**src/sv/kwl_pkg.sv**
```systemverilog
`timescale 1ns / 1ps

package kwl_pkg;

    // Token kinds as they appear on m_token_kind.
    localparam logic [3:0] KIND_INT     = 4'd0;
    localparam logic [3:0] KIND_IDENT   = 4'd1;
    localparam logic [3:0] KIND_NUMBER  = 4'd2;
    localparam logic [3:0] KIND_ASSIGN  = 4'd3;
    localparam logic [3:0] KIND_PLUS    = 4'd4;
    localparam logic [3:0] KIND_MINUS   = 4'd5;
    localparam logic [3:0] KIND_IF      = 4'd6;
    localparam logic [3:0] KIND_LBRACE  = 4'd7;
    localparam logic [3:0] KIND_RBRACE  = 4'd8;
    localparam logic [3:0] KIND_SEMI    = 4'd9;
    localparam logic [3:0] KIND_UNKNOWN = 4'd10;
    localparam logic [3:0] KIND_END     = 4'd11;

    // Scan modes.
    localparam logic [1:0] MODE_IDLE   = 2'd0;
    localparam logic [1:0] MODE_WORD   = 2'd1;
    localparam logic [1:0] MODE_NUMBER = 2'd2;

    // Commands from the controller to the datapath.
    typedef struct packed {
        logic latch;        // input word accepted, capture it
        logic in_replay;    // controller is replaying stored text
        logic replay_fire;  // load one replayed character into the output register
        logic tail_fire;    // perform the closing action of the item
    } kwl_cmd_t;

    // Status from the datapath to the controller.
    typedef struct packed {
        logic need_flush;   // the word on the input ends a pending token
        logic replay_last;  // replay index is at the last stored character
        logic tail_emits;   // the closing action produces a result
        logic out_free;     // output register can take a result this cycle
    } kwl_stat_t;

    function automatic logic is_letter(input logic [7:0] c);
        return (c inside {[8'h61:8'h7A], [8'h41:8'h5A]});
    endfunction

    function automatic logic is_digit(input logic [7:0] c);
        return (c inside {[8'h30:8'h39]});
    endfunction

    function automatic logic is_space(input logic [7:0] c);
        return (c inside {8'h20, [8'h09:8'h0D]});
    endfunction

    function automatic logic [3:0] symbol_kind(input logic [7:0] c);
        logic [3:0] k;
        case (c)
            8'h3D:   k = KIND_ASSIGN;
            8'h2B:   k = KIND_PLUS;
            8'h2D:   k = KIND_MINUS;
            8'h7B:   k = KIND_LBRACE;
            8'h7D:   k = KIND_RBRACE;
            8'h3B:   k = KIND_SEMI;
            default: k = KIND_UNKNOWN;
        endcase
        return k;
    endfunction

endpackage

```
**src/sv/kwl_ctrl.sv**
```systemverilog
`timescale 1ns / 1ps

module kwl_ctrl (
    input  logic              aclk,
    input  logic              aresetn,
    input  logic              s_valid,
    output logic              s_ready,
    input  kwl_pkg::kwl_stat_t stat,
    output kwl_pkg::kwl_cmd_t  cmd
);

    localparam logic [1:0] ST_IDLE   = 2'd0;
    localparam logic [1:0] ST_REPLAY = 2'd1;
    localparam logic [1:0] ST_TAIL   = 2'd2;

    logic [1:0] state_reg;
    logic [1:0] state_next;

    always_comb begin
        state_next      = state_reg;
        s_ready         = 1'b0;
        cmd.latch       = 1'b0;
        cmd.in_replay   = 1'b0;
        cmd.replay_fire = 1'b0;
        cmd.tail_fire   = 1'b0;
        case (state_reg)
            ST_IDLE: begin
                s_ready = 1'b1;
                if (s_valid) begin
                    cmd.latch  = 1'b1;
                    state_next = stat.need_flush ? ST_REPLAY : ST_TAIL;
                end
            end
            ST_REPLAY: begin
                cmd.in_replay   = 1'b1;
                cmd.replay_fire = stat.out_free;
                if (stat.out_free && stat.replay_last) begin
                    state_next = ST_TAIL;
                end
            end
            ST_TAIL: begin
                cmd.tail_fire = !stat.tail_emits || stat.out_free;
                if (cmd.tail_fire) begin
                    state_next = ST_IDLE;
                end
            end
            default: begin
                state_next = ST_IDLE;
            end
        endcase
    end

    always_ff @(posedge aclk) begin
        if (!aresetn) begin
            state_reg <= ST_IDLE;
        end else begin
            state_reg <= state_next;
        end
    end

endmodule

```
**src/sv/kwl_datapath.sv**
```systemverilog
`timescale 1ns / 1ps

module kwl_datapath #(
    parameter int MAX_TEXT_LEN = 32
) (
    input  logic               aclk,
    input  logic               aresetn,
    input  logic [7:0]         s_char_byte,
    input  logic               s_end_of_input,
    output logic               m_valid,
    input  logic               m_ready,
    output logic [3:0]         m_token_kind,
    output logic [7:0]         m_text_char,
    output logic               m_token_done,
    output logic               m_run_done,
    input  kwl_pkg::kwl_cmd_t  cmd,
    output kwl_pkg::kwl_stat_t stat
);

    localparam int DEPTH = MAX_TEXT_LEN - 1;
    localparam int CW    = $clog2(MAX_TEXT_LEN);
    localparam int AW    = $clog2(DEPTH);

    // Text store, one write port and one registered read port.
    logic [7:0] text_mem [DEPTH];
    logic [7:0] rd_data_reg;

    logic [1:0]    mode_reg, mode_next;
    logic [CW-1:0] count_reg, count_next;
    logic [AW-1:0] idx_reg, idx_next;

    // Latched input word and the first three stored characters for keyword matching.
    logic [7:0] char_reg;
    logic       eoi_reg;
    logic [7:0] c0_reg, c1_reg, c2_reg;

    logic       mvalid_reg, mvalid_next;
    logic [3:0] kind_reg, kind_next;
    logic [7:0] text_reg, text_next;
    logic       tdone_reg, tdone_next;
    logic       rdone_reg, rdone_next;

    logic          cont_in, cont_lat;
    logic          wr_en;
    logic [AW-1:0] wr_addr;
    logic [3:0]    pend_kind;
    logic          out_free;

    always_comb begin
        cont_in = ((mode_reg == kwl_pkg::MODE_WORD) &&
                   (kwl_pkg::is_letter(s_char_byte) || kwl_pkg::is_digit(s_char_byte))) ||
                  ((mode_reg == kwl_pkg::MODE_NUMBER) && kwl_pkg::is_digit(s_char_byte));
        cont_lat = ((mode_reg == kwl_pkg::MODE_WORD) &&
                    (kwl_pkg::is_letter(char_reg) || kwl_pkg::is_digit(char_reg))) ||
                   ((mode_reg == kwl_pkg::MODE_NUMBER) && kwl_pkg::is_digit(char_reg));

        out_free = !mvalid_reg || m_ready;

        stat.need_flush  = (mode_reg != kwl_pkg::MODE_IDLE) && (s_end_of_input || !cont_in);
        stat.replay_last = (CW'(idx_reg) == count_reg - CW'(1));
        stat.tail_emits  = eoi_reg || (!cont_lat && !kwl_pkg::is_space(char_reg) &&
                           !kwl_pkg::is_letter(char_reg) && !kwl_pkg::is_digit(char_reg));
        stat.out_free    = out_free;

        if (mode_reg == kwl_pkg::MODE_NUMBER) begin
            pend_kind = kwl_pkg::KIND_NUMBER;
        end else if (count_reg == CW'(3) && c0_reg == 8'h69 && c1_reg == 8'h6E &&
                     c2_reg == 8'h74) begin
            pend_kind = kwl_pkg::KIND_INT;
        end else if (count_reg == CW'(2) && c0_reg == 8'h69 && c1_reg == 8'h66) begin
            pend_kind = kwl_pkg::KIND_IF;
        end else begin
            pend_kind = kwl_pkg::KIND_IDENT;
        end

        // Replay index; the read address follows it so the next character is ready.
        idx_next = idx_reg;
        if (!cmd.in_replay) begin
            idx_next = '0;
        end else if (cmd.replay_fire) begin
            idx_next = stat.replay_last ? '0 : idx_reg + AW'(1);
        end

        mode_next   = mode_reg;
        count_next  = count_reg;
        wr_en       = 1'b0;
        wr_addr     = '0;
        mvalid_next = mvalid_reg && !m_ready;
        kind_next   = kind_reg;
        text_next   = text_reg;
        tdone_next  = tdone_reg;
        rdone_next  = rdone_reg;

        if (cmd.replay_fire) begin
            mvalid_next = 1'b1;
            kind_next   = pend_kind;
            text_next   = rd_data_reg;
            tdone_next  = stat.replay_last;
            rdone_next  = stat.replay_last && !stat.tail_emits;
        end

        if (cmd.tail_fire) begin
            if (eoi_reg) begin
                mode_next   = kwl_pkg::MODE_IDLE;
                count_next  = '0;
                mvalid_next = 1'b1;
                kind_next   = kwl_pkg::KIND_END;
                text_next   = 8'h00;
                tdone_next  = 1'b1;
                rdone_next  = 1'b1;
            end else if (cont_lat) begin
                if (count_reg < CW'(DEPTH)) begin
                    wr_en      = 1'b1;
                    wr_addr    = count_reg[AW-1:0];
                    count_next = count_reg + CW'(1);
                end
            end else begin
                mode_next  = kwl_pkg::MODE_IDLE;
                count_next = '0;
                if (kwl_pkg::is_letter(char_reg) || kwl_pkg::is_digit(char_reg)) begin
                    wr_en      = 1'b1;
                    wr_addr    = '0;
                    count_next = CW'(1);
                    mode_next  = kwl_pkg::is_letter(char_reg) ? kwl_pkg::MODE_WORD
                                                              : kwl_pkg::MODE_NUMBER;
                end else if (!kwl_pkg::is_space(char_reg)) begin
                    mvalid_next = 1'b1;
                    kind_next   = kwl_pkg::symbol_kind(char_reg);
                    text_next   = char_reg;
                    tdone_next  = 1'b1;
                    rdone_next  = 1'b1;
                end
            end
        end
    end

    always_ff @(posedge aclk) begin
        if (wr_en) begin
            text_mem[wr_addr] <= char_reg;
        end
        rd_data_reg <= text_mem[idx_next];
    end

    always_ff @(posedge aclk) begin
        if (cmd.latch) begin
            char_reg <= s_char_byte;
            eoi_reg  <= s_end_of_input;
        end
        if (wr_en) begin
            if (wr_addr == AW'(0)) begin
                c0_reg <= char_reg;
            end
            if (wr_addr == AW'(1)) begin
                c1_reg <= char_reg;
            end
            if (wr_addr == AW'(2)) begin
                c2_reg <= char_reg;
            end
        end
        kind_reg  <= kind_next;
        text_reg  <= text_next;
        tdone_reg <= tdone_next;
        rdone_reg <= rdone_next;
    end

    always_ff @(posedge aclk) begin
        if (!aresetn) begin
            mode_reg   <= kwl_pkg::MODE_IDLE;
            count_reg  <= '0;
            idx_reg    <= '0;
            mvalid_reg <= 1'b0;
        end else begin
            mode_reg   <= mode_next;
            count_reg  <= count_next;
            idx_reg    <= idx_next;
            mvalid_reg <= mvalid_next;
        end
    end

    assign m_valid      = mvalid_reg;
    assign m_token_kind = kind_reg;
    assign m_text_char  = text_reg;
    assign m_token_done = tdone_reg;
    assign m_run_done   = rdone_reg;

    // Idle mode holds no text, and a token in progress always holds some.
    a_idle_empty: assert property (@(posedge aclk) disable iff (!aresetn)
        (mode_reg == kwl_pkg::MODE_IDLE) |-> (count_reg == '0))
        else $error("idle scan mode with stored text");

    a_busy_nonempty: assert property (@(posedge aclk) disable iff (!aresetn)
        (mode_reg != kwl_pkg::MODE_IDLE) |-> (count_reg != '0))
        else $error("token in progress with no stored text");

    a_replay_mode: assert property (@(posedge aclk) disable iff (!aresetn)
        cmd.replay_fire |-> (mode_reg != kwl_pkg::MODE_IDLE))
        else $error("replay while no token is pending");

    a_last_done: assert property (@(posedge aclk) disable iff (!aresetn)
        (cmd.replay_fire && stat.replay_last) |=> (m_valid && m_token_done))
        else $error("last replayed character without token end flag");

endmodule

```
**src/sv/keyword_token_lexer.sv**
```systemverilog
`timescale 1ns / 1ps

// Character lexer: one word on the s_ channel carries a character byte or an end
// marker, and the m_ channel gives one word per token character. Whitespace is
// skipped; words (a letter, then letters and digits) and numbers (digits) are
// collected in a text store of MAX_TEXT_LEN-1 characters, and longer text is
// consumed but not stored. When a token ends, its stored text is replayed in
// order, with m_token_done on its last character and m_run_done on the last word
// caused by the input word. A character word is accepted and then given its
// closing action, and an input word that ends a pending token first has each
// stored character replayed, since the text store has a single read port and
// the output register takes one result per cycle while m_ready does not stall
// it. The text store needs no clearing after reset, so the block accepts input
// from the first cycle out of reset.
module keyword_token_lexer #(
    parameter int MAX_TEXT_LEN = 32
) (
    input  logic       aclk,
    input  logic       aresetn,
    input  logic       s_valid,
    output logic       s_ready,
    input  logic [7:0] s_char_byte,
    input  logic       s_end_of_input,
    output logic       m_valid,
    input  logic       m_ready,
    output logic [3:0] m_token_kind,
    output logic [7:0] m_text_char,
    output logic       m_token_done,
    output logic       m_run_done
);

    kwl_pkg::kwl_cmd_t  cmd;
    kwl_pkg::kwl_stat_t stat;

    // The controller sequences accept, replay and the closing action.
    kwl_ctrl u_ctrl (
        .aclk    (aclk),
        .aresetn (aresetn),
        .s_valid (s_valid),
        .s_ready (s_ready),
        .stat    (stat),
        .cmd     (cmd)
    );

    // The datapath holds the scan mode, the text store and the output register.
    kwl_datapath #(
        .MAX_TEXT_LEN (MAX_TEXT_LEN)
    ) u_datapath (
        .aclk           (aclk),
        .aresetn        (aresetn),
        .s_char_byte    (s_char_byte),
        .s_end_of_input (s_end_of_input),
        .m_valid        (m_valid),
        .m_ready        (m_ready),
        .m_token_kind   (m_token_kind),
        .m_text_char    (m_text_char),
        .m_token_done   (m_token_done),
        .m_run_done     (m_run_done),
        .cmd            (cmd),
        .stat           (stat)
    );

endmodule

```
**config.mk**
```make
export PLATFORM = sky130hd
export DESIGN_NAME = keyword_token_lexer
export DESIGN_NICKNAME = d
export VERILOG_FILES = /design/src/sv/kwl_pkg.sv /design/src/sv/kwl_ctrl.sv /design/src/sv/kwl_datapath.sv /design/src/sv/keyword_token_lexer.sv
export SDC_FILE = /design/constraint.sdc
export NUM_CORES = 1
export LEC_CHECK = 0
export ABC_AREA = 1
export ABC_CLOCK_PERIOD_IN_PS = 8950
export BUFFER_PORTS_ARGS = -buffer_cell sky130_fd_sc_hd__buf_2
export CORE_MARGIN = 5
export CORE_UTILIZATION = 25
export CTS_CLUSTER_DIAMETER = 80
export DETAILED_ROUTE_END_ITERATION = 6
export SLEW_MARGIN = 5
export SYNTH_ARGS = -nofsm -noshare
export SYNTH_HDL_FRONTEND = slang
export SYNTH_SLANG_ARGS = --single-unit
```
**constraint.sdc**
```tcl
create_clock -name aclk -period 8.95 [get_ports aclk]
set_clock_uncertainty 0.05 [all_clocks]
set_input_delay 0 -clock aclk [delete_from_list [all_inputs] [get_ports aclk]]
set_output_delay 0 -clock aclk [all_outputs]
set_load 0.02 [all_outputs]
```
# Word level (Yosys, flattened, before mapping)
# Memories as Yosys holds them, arrays and structs flattened. A register that Yosys moved wholly into a read port is not among the register bits.
# Index checks and enable logic that the tools add are counted.
# W data, S select, Z words.
[op_classes]
addsub = 3
order_cmp = 15
eq_ne = 25
n_mux = 66
reduce_logical = 51
[ops]
columns = ["op", "n"]
rows = [
  ["$mux W5", 10],
  ["$eq A8 B7 Y1 const B", 6],
  ["$mux W8", 6],
  ["$eq A8 B6 Y1 const B", 5],
  ["$ge A8 B7 Y1 const B", 4],
  ["$le A8 B7 Y1 const B", 4],
  ["$mux W4", 8],
  ["$mux W1", 30],
  ["$pmux W4 S6", 1],
  ["$logic_and A1 B1 Y1", 23],
  ["$mux W2", 9],
  ["$ge A8 B6 Y1 const B", 2],
  ["$le A8 B6 Y1 const B", 2],
  ["$eq A5 B2 Y1 const B", 3],
  ["$add A5 B1 Y5 const B", 2],
  ["$reduce_and A2 Y1", 5],
  ["$ge A8 B4 Y1 const B", 1],
  ["$le A8 B4 Y1 const B", 1],
  ["$logic_not A1 Y1", 8],
  ["$logic_or A1 B1 Y1", 8],
  ["$reduce_bool A2 Y1", 4],
  ["$ne A2 B1 Y1 const B", 3],
  ["$pmux W2 S3", 1],
  ["$eq A5 B1 Y1 const B", 1],
  ["11 further kinds", 13],
]
[word_totals]
register_bits = 62
ramBits = 248
output_inout_bits = 16
word_cells = 175
n_memories = 1
[memory_table]
columns = ["memory", "depth", "word_bits", "read_ports", "rd_clocked_by_memory_dff", "wr", "line", "source"]
rows = [
  ["u_datapath.text_mem", 31, 8, 1, 1, 1, "kwl_datapath.sv:25", "logic [7:0] text_mem [DEPTH];"],
]

# Depth between registers and ports, before layout
[depth]
depth_word = 19
mapped_depth = 21
depth_no_buf = 19

# By module
# From an unflattened synthesis, not the netlist that was laid out.
[hier_totals]
cells_unflattened = 1385
area_unflattened_um2 = 14133.6
[modules_own_cells]
columns = ["module", "instances", "cells_per_inst", "area_per_inst_um2", "seq_area_each_um2"]
rows = [
  ["kwl_datapath", 1, 1354, 13957.1, 9138.8],
  ["kwl_ctrl", 1, 31, 176.4, 40.0],
]

# Worst setup path after synthesis
# OpenSTA, ideal clock, no wires.
[synth_path]
kind = "register to register"
from = "reg u_datapath.char_reg[2]"
to = "mem u_datapath.text_mem[3][0], enable pin"
arrival_time_ns = 2.599
required_time_ns = 8.530
path_slack_ns = 5.931
path_stages_with_launch = 13
n_path_buf = 0
period_less_slack_ns = 3.019
cell_sequence = "edfxtp_1 > inv_1 > a21oi_1 > o21ai_1 > and2_2 > nor2_2 > nand2_1 > nand2_1 > nand2_1 > nand2_1 > or2_2 > nand3_2 > nor2_1"
[synth_via]
elab_chain_cells = 17
[synth_rtl]
columns = ["item", "line", "source"]
rows = [
  ["from (decl)", "kwl_datapath.sv:33", "logic [7:0] char_reg;"],
  ["from (signal assigned)", "kwl_datapath.sv:146", "char_reg <= s_char_byte;"],
  ["$ge A8 B7 Y1 or $le A8 B7 Y1 (tied branches)", "kwl_pkg.sv:41", "return (c inside {[8'h61:8'h7A], [8'h41:8'h5A]});"],
  ["$logic_and A1 B1 Y1", "kwl_pkg.sv:41", ""],
  ["$reduce_bool A2 Y1", "kwl_pkg.sv:41", ""],
  ["$logic_or A1 B1 Y1", "kwl_datapath.sv:54, kwl_datapath.sv:120", ""],
  ["$logic_and A1 B1 Y1", "kwl_datapath.sv:53", "cont_lat = ((mode_reg == kwl_pkg::MODE_WORD) &&"],
  ["$logic_or A1 B1 Y1", "kwl_datapath.sv:54", "(kwl_pkg::is_letter(char_reg) || kwl_pkg::is_digit(char_reg))) ||"],
  ["$logic_not A1 Y1", "kwl_datapath.sv:61", "stat.tail_emits = eoi_reg || (!cont_lat && !kwl_pkg::is_space(char_reg) &&"],
  ["$logic_and A1 B1 Y1 (2 in series)", "kwl_datapath.sv:61", ""],
  ["$logic_and A1 B1 Y1", "kwl_datapath.sv:62", "!kwl_pkg::is_letter(char_reg) && !kwl_pkg::is_digit(char_reg));"],
  ["$logic_or A1 B1 Y1", "kwl_datapath.sv:61", ""],
  ["$logic_not A1 Y1", "kwl_ctrl.sv:42", "cmd.tail_fire = !stat.tail_emits || stat.out_free;"],
  ["$logic_or A1 B1 Y1", "kwl_ctrl.sv:42", ""],
  ["$mux W1", "kwl_ctrl.sv:26", "case (state_reg)"],
  ["$mux W1", "kwl_datapath.sv:102", "if (cmd.tail_fire) begin"],
  ["$mux W1", "kwl_datapath.sv:138", "if (wr_en) begin"],
  ["$mux W1 (not written as such)", "kwl_datapath.sv:139", "text_mem[wr_addr] <= char_reg;"],
  ["to (decl)", "kwl_datapath.sv:25", ""],
]
# Parallel ways exist; a longest one is shown, timed or not.

# Worst setup path after layout
[layout_path]
from = "reg u_datapath.count_reg[0]"
to = "reg u_datapath.rd_data_reg[2] (read register of u_datapath.text_mem)"
[layout_via]
elab_chain_cells = 5
[layout_rtl]
columns = ["item", "line", "source"]
rows = [
  ["from (decl)", "kwl_datapath.sv:29", "logic [CW-1:0] count_reg, count_next;"],
  ["from (signal assigned)", "kwl_datapath.sv:174", "count_reg <= count_next;"],
  ["$sub A5 B1 Y5", "kwl_datapath.sv:60", "stat.replay_last = (CW'(idx_reg) == count_reg - CW'(1));"],
  ["$eq A5 B5 Y1", "kwl_datapath.sv:60", ""],
  ["$mux W5", "kwl_datapath.sv:81", "idx_next = stat.replay_last ? '0 : idx_reg + AW'(1);"],
  ["$mux W5", "kwl_datapath.sv:80", "end else if (cmd.replay_fire) begin"],
  ["$mux W5", "kwl_datapath.sv:78", "if (!cmd.in_replay) begin"],
  ["to (decl)", "kwl_datapath.sv:26", "logic [7:0] rd_data_reg;"],
]
# No other way between the ends.
# A chain may end at the register's enable or synchronous reset.

==> qor.txt <==
Seq cells post-synth = 318
Biggest register = u_datapath.text_mem
clock group share of total power = 0.339
Period minus WS final = 4.779 ns
reg-to-reg critical path endpoint = u_datapath.rd_data_reg[2]
PortBufs = 28
hold path start = s_char_byte[5]
endpoint class of the critical path = flop
maximum VDD drop = 0.0001231 V
final setup violation count = 0
Core Area = 0.05770 sq mm
Yosys cell types = 37
arrival time at the worst endpoint = 5.18 ns
Post-Syn Area = 0.01456 sq mm
footprint of the multi-input gates = 0.004066 sq mm
Power Total = 4.136 mW
CTS tree = yes
crit path launch type = flop
Max-slew headroom = 0.2775
R2R Setup Slk = 4.17 ns
max incr delay on CP = 0.65 ns
vias in the first global route = 10440
slowest CP cell = buf_4
post-cts sizing count = 0
setup tns final = 0 ns
DIE WIDTH = 251.4 microns
Leakage = 6.761 nW
Final #Nets = 1523
switch share = 0.3129
DR pass1 iterations = 5
worst reg2reg startpoint = u_datapath.count_reg[0]
Post-Syn Instances = 1488
CP Max Fanout = 73
DR iter-0 viols = 1140
syn_nets = 1505
CP delay by family, top = simple AND/OR/NAND/NOR gates
H-tree Lvls = 2
R2R cell count = 17
CTS root buffer = clkbuf_16
syn_area_per_cell = 9.788 sq um
worst-path cell chain = inv_1, ha_1, xnor2_1, nor2_1, nand2_1, inv_1, nand2_4, buf_4, nand3_4, buf_4, nand2_1, nand3_1, a21oi_1, nand2_1, nand2_1, nand2_1, nand2_1
hold depth = 2
Hold-fix buffers, CTS = 13
worst hold path endpoint = u_datapath.char_reg[5]
most common cell after layout, fill and taps aside = nand2_1
RSZ-0062 raised after global routing = no
Post-synth top flop = edfxtp_1
Post-synth EDFFs = 281
DRC = 0
Post-synth ARST share = 0
global placer's final weighted congestion = 0.8928
combinational power share = 0.223
total gr overflow = 0
Pins Over Slew Limit = 0
HP Class = in2reg
Largest register FFs = 248
part of the power in registers = 0.438
fillers = 6035
WL/cell = 16.57 microns
full die area = 0.06318 sq mm
first-pass GRT wire length = 59.93 mm
commonest non-fill, non-tap cells in the layout = 287 x nand2_1, 281 x edfxtp_1, 250 x inv_1
Antenna Cells = 0
Tcrit/Tclk final = 0.5340
chip height = 251.4 microns
Fmax = 209.3 MHz
Seq/Total Area, Yosys = 0.6302
Net Sw Power = 1.294 mW
Layout area overhead = 14.48%
FP Rows = 88
routed wire length = 38.05 mm
max-cap violation count = 0
Worst Path Required = 9.35 ns
Hold Vio Cnt, Final = 0
DR vias/cell = 4.629
initial antenna violation count = 0
post-CTS setup buffer count = 0
Crit Path Class = reg2reg
via count = 10630
clock buffer depth = 3
worst slew pin tran = 1.084 ns
Antenna Violating Nets Remaining = 0
Reg area = 0.009179 sq mm
latest clock arrival within the worst-skew pair = 0.52 ns
outcome = finished, final reports clean
io pins = 29
internal power = 2.842 mW
WP buf/inv = 4
CTS clk-pin slew, worst paths = 0.06 ns
Starting Density = 0.2524
Yosys warnings = 0
fraction of layout cells with a size suffix above 1 = 0.08948
Hold WS = 0.1670 ns
Sink Count = 318
hpwl dp = 22.58 mm
Global Route Usage Sum = 0.1173
Num CTS Buffers = 35
most used cell, CP = nand2_1
pwr dens = 248.1 mW/mm^2
largest net degree at the start of global routing = 99
-- metal layers --
layer  up-vias  wire, microns  GRT usage
li1       5061              -          -
met1      5176          16530     0.1561
met2       322          18030     0.1949
met3        69           2180    0.01893
met4         0           1311    0.04101
met5         -              0          0
-- area by class of cell --
| type | count | share of cell area |
|---|---|---|
| Clock inverter | 16 | 0.009981 |
| Sequential cell | 318 | 0.5505 |
| Clock buffer | 46 | 0.05681 |
| Timing Repair Buffer | 55 | 0.02251 |
| Tap cell | 765 | 0.05741 |
| Inverter | 261 | 0.05884 |
| Multi-Input combinational cell | 835 | 0.2439 |
-- stage by stage --
stage,utilization,area [sq um],cells,worst slack [ns]
floorplan,-,14560,1488,5.931
global placement,0.2674,15430,2221,4.273
detailed placement,0.2674,15430,2221,4.192
CTS,0.2890,16670,2296,4.184
global route,0.2890,16670,2296,3.713
finish,0.2890,16670,2296,4.171
-- how the worst max path moves through the flow --
| stage | cells past startpoint | end | from |
|---|---|---|---|
| floorplan | 12 | u_datapath.text_mem[3][0] | u_datapath.char_reg[2] |
| global placement | 17 | u_datapath.rd_data_reg[0] | u_datapath.count_reg[0] |
| detailed placement | 17 | u_datapath.rd_data_reg[0] | u_datapath.count_reg[0] |
| CTS | 17 | u_datapath.rd_data_reg[0] | u_datapath.count_reg[0] |
| global route | 17 | u_datapath.rd_data_reg[2] | u_datapath.count_reg[0] |
| finish | 17 | u_datapath.rd_data_reg[2] | u_datapath.count_reg[0] |
-- synthesized netlist by cell type (6+ instances only) --
cell type	count	area [sq um]
a21oi_1	24	120.1
buf_2	29	145.1
clkbuf_1	36	135.1
dfxtp_1	37	740.7
edfxtp_1	281	8438
inv_1	251	942.2
inv_2	7	26.28
nand2_1	287	1077
nand3_1	211	1056
nand4_1	117	732.0
nor2_1	91	341.6
nor3_1	11	55.05
nor4_1	6	37.54
o211ai_1	11	82.58
o21ai_0	23	115.1
or2_2	19	118.9
-- power by group through the flow --
stage	combinational (mW)	sequential (mW)	clock, mW
3_5_place_dp	0.911	1.85	0
6_report	0.921	1.81	1.40
2_1_floorplan	0.555	1.90	0
5_1_grt	1.02	1.82	1.49
3_3_place_gp	0.902	1.84	0
4_1_cts	0.921	1.81	1.42
-- logic make-up (layout without fill, tap and decap cells) --
kind of cell	Yosys count	after routing	synth area share
buffers and inverters	335	378	0.09141
flip-flops	318	318	0.6302
AND/OR/NAND/NOR	763	763	0.2477
adder cells (fa/ha/maj)	4	4	0.003437
XOR/XNOR	5	5	0.003007
AO/OA/AOI/OAI	63	63	0.02423
(Power assumes the default switching activity.)
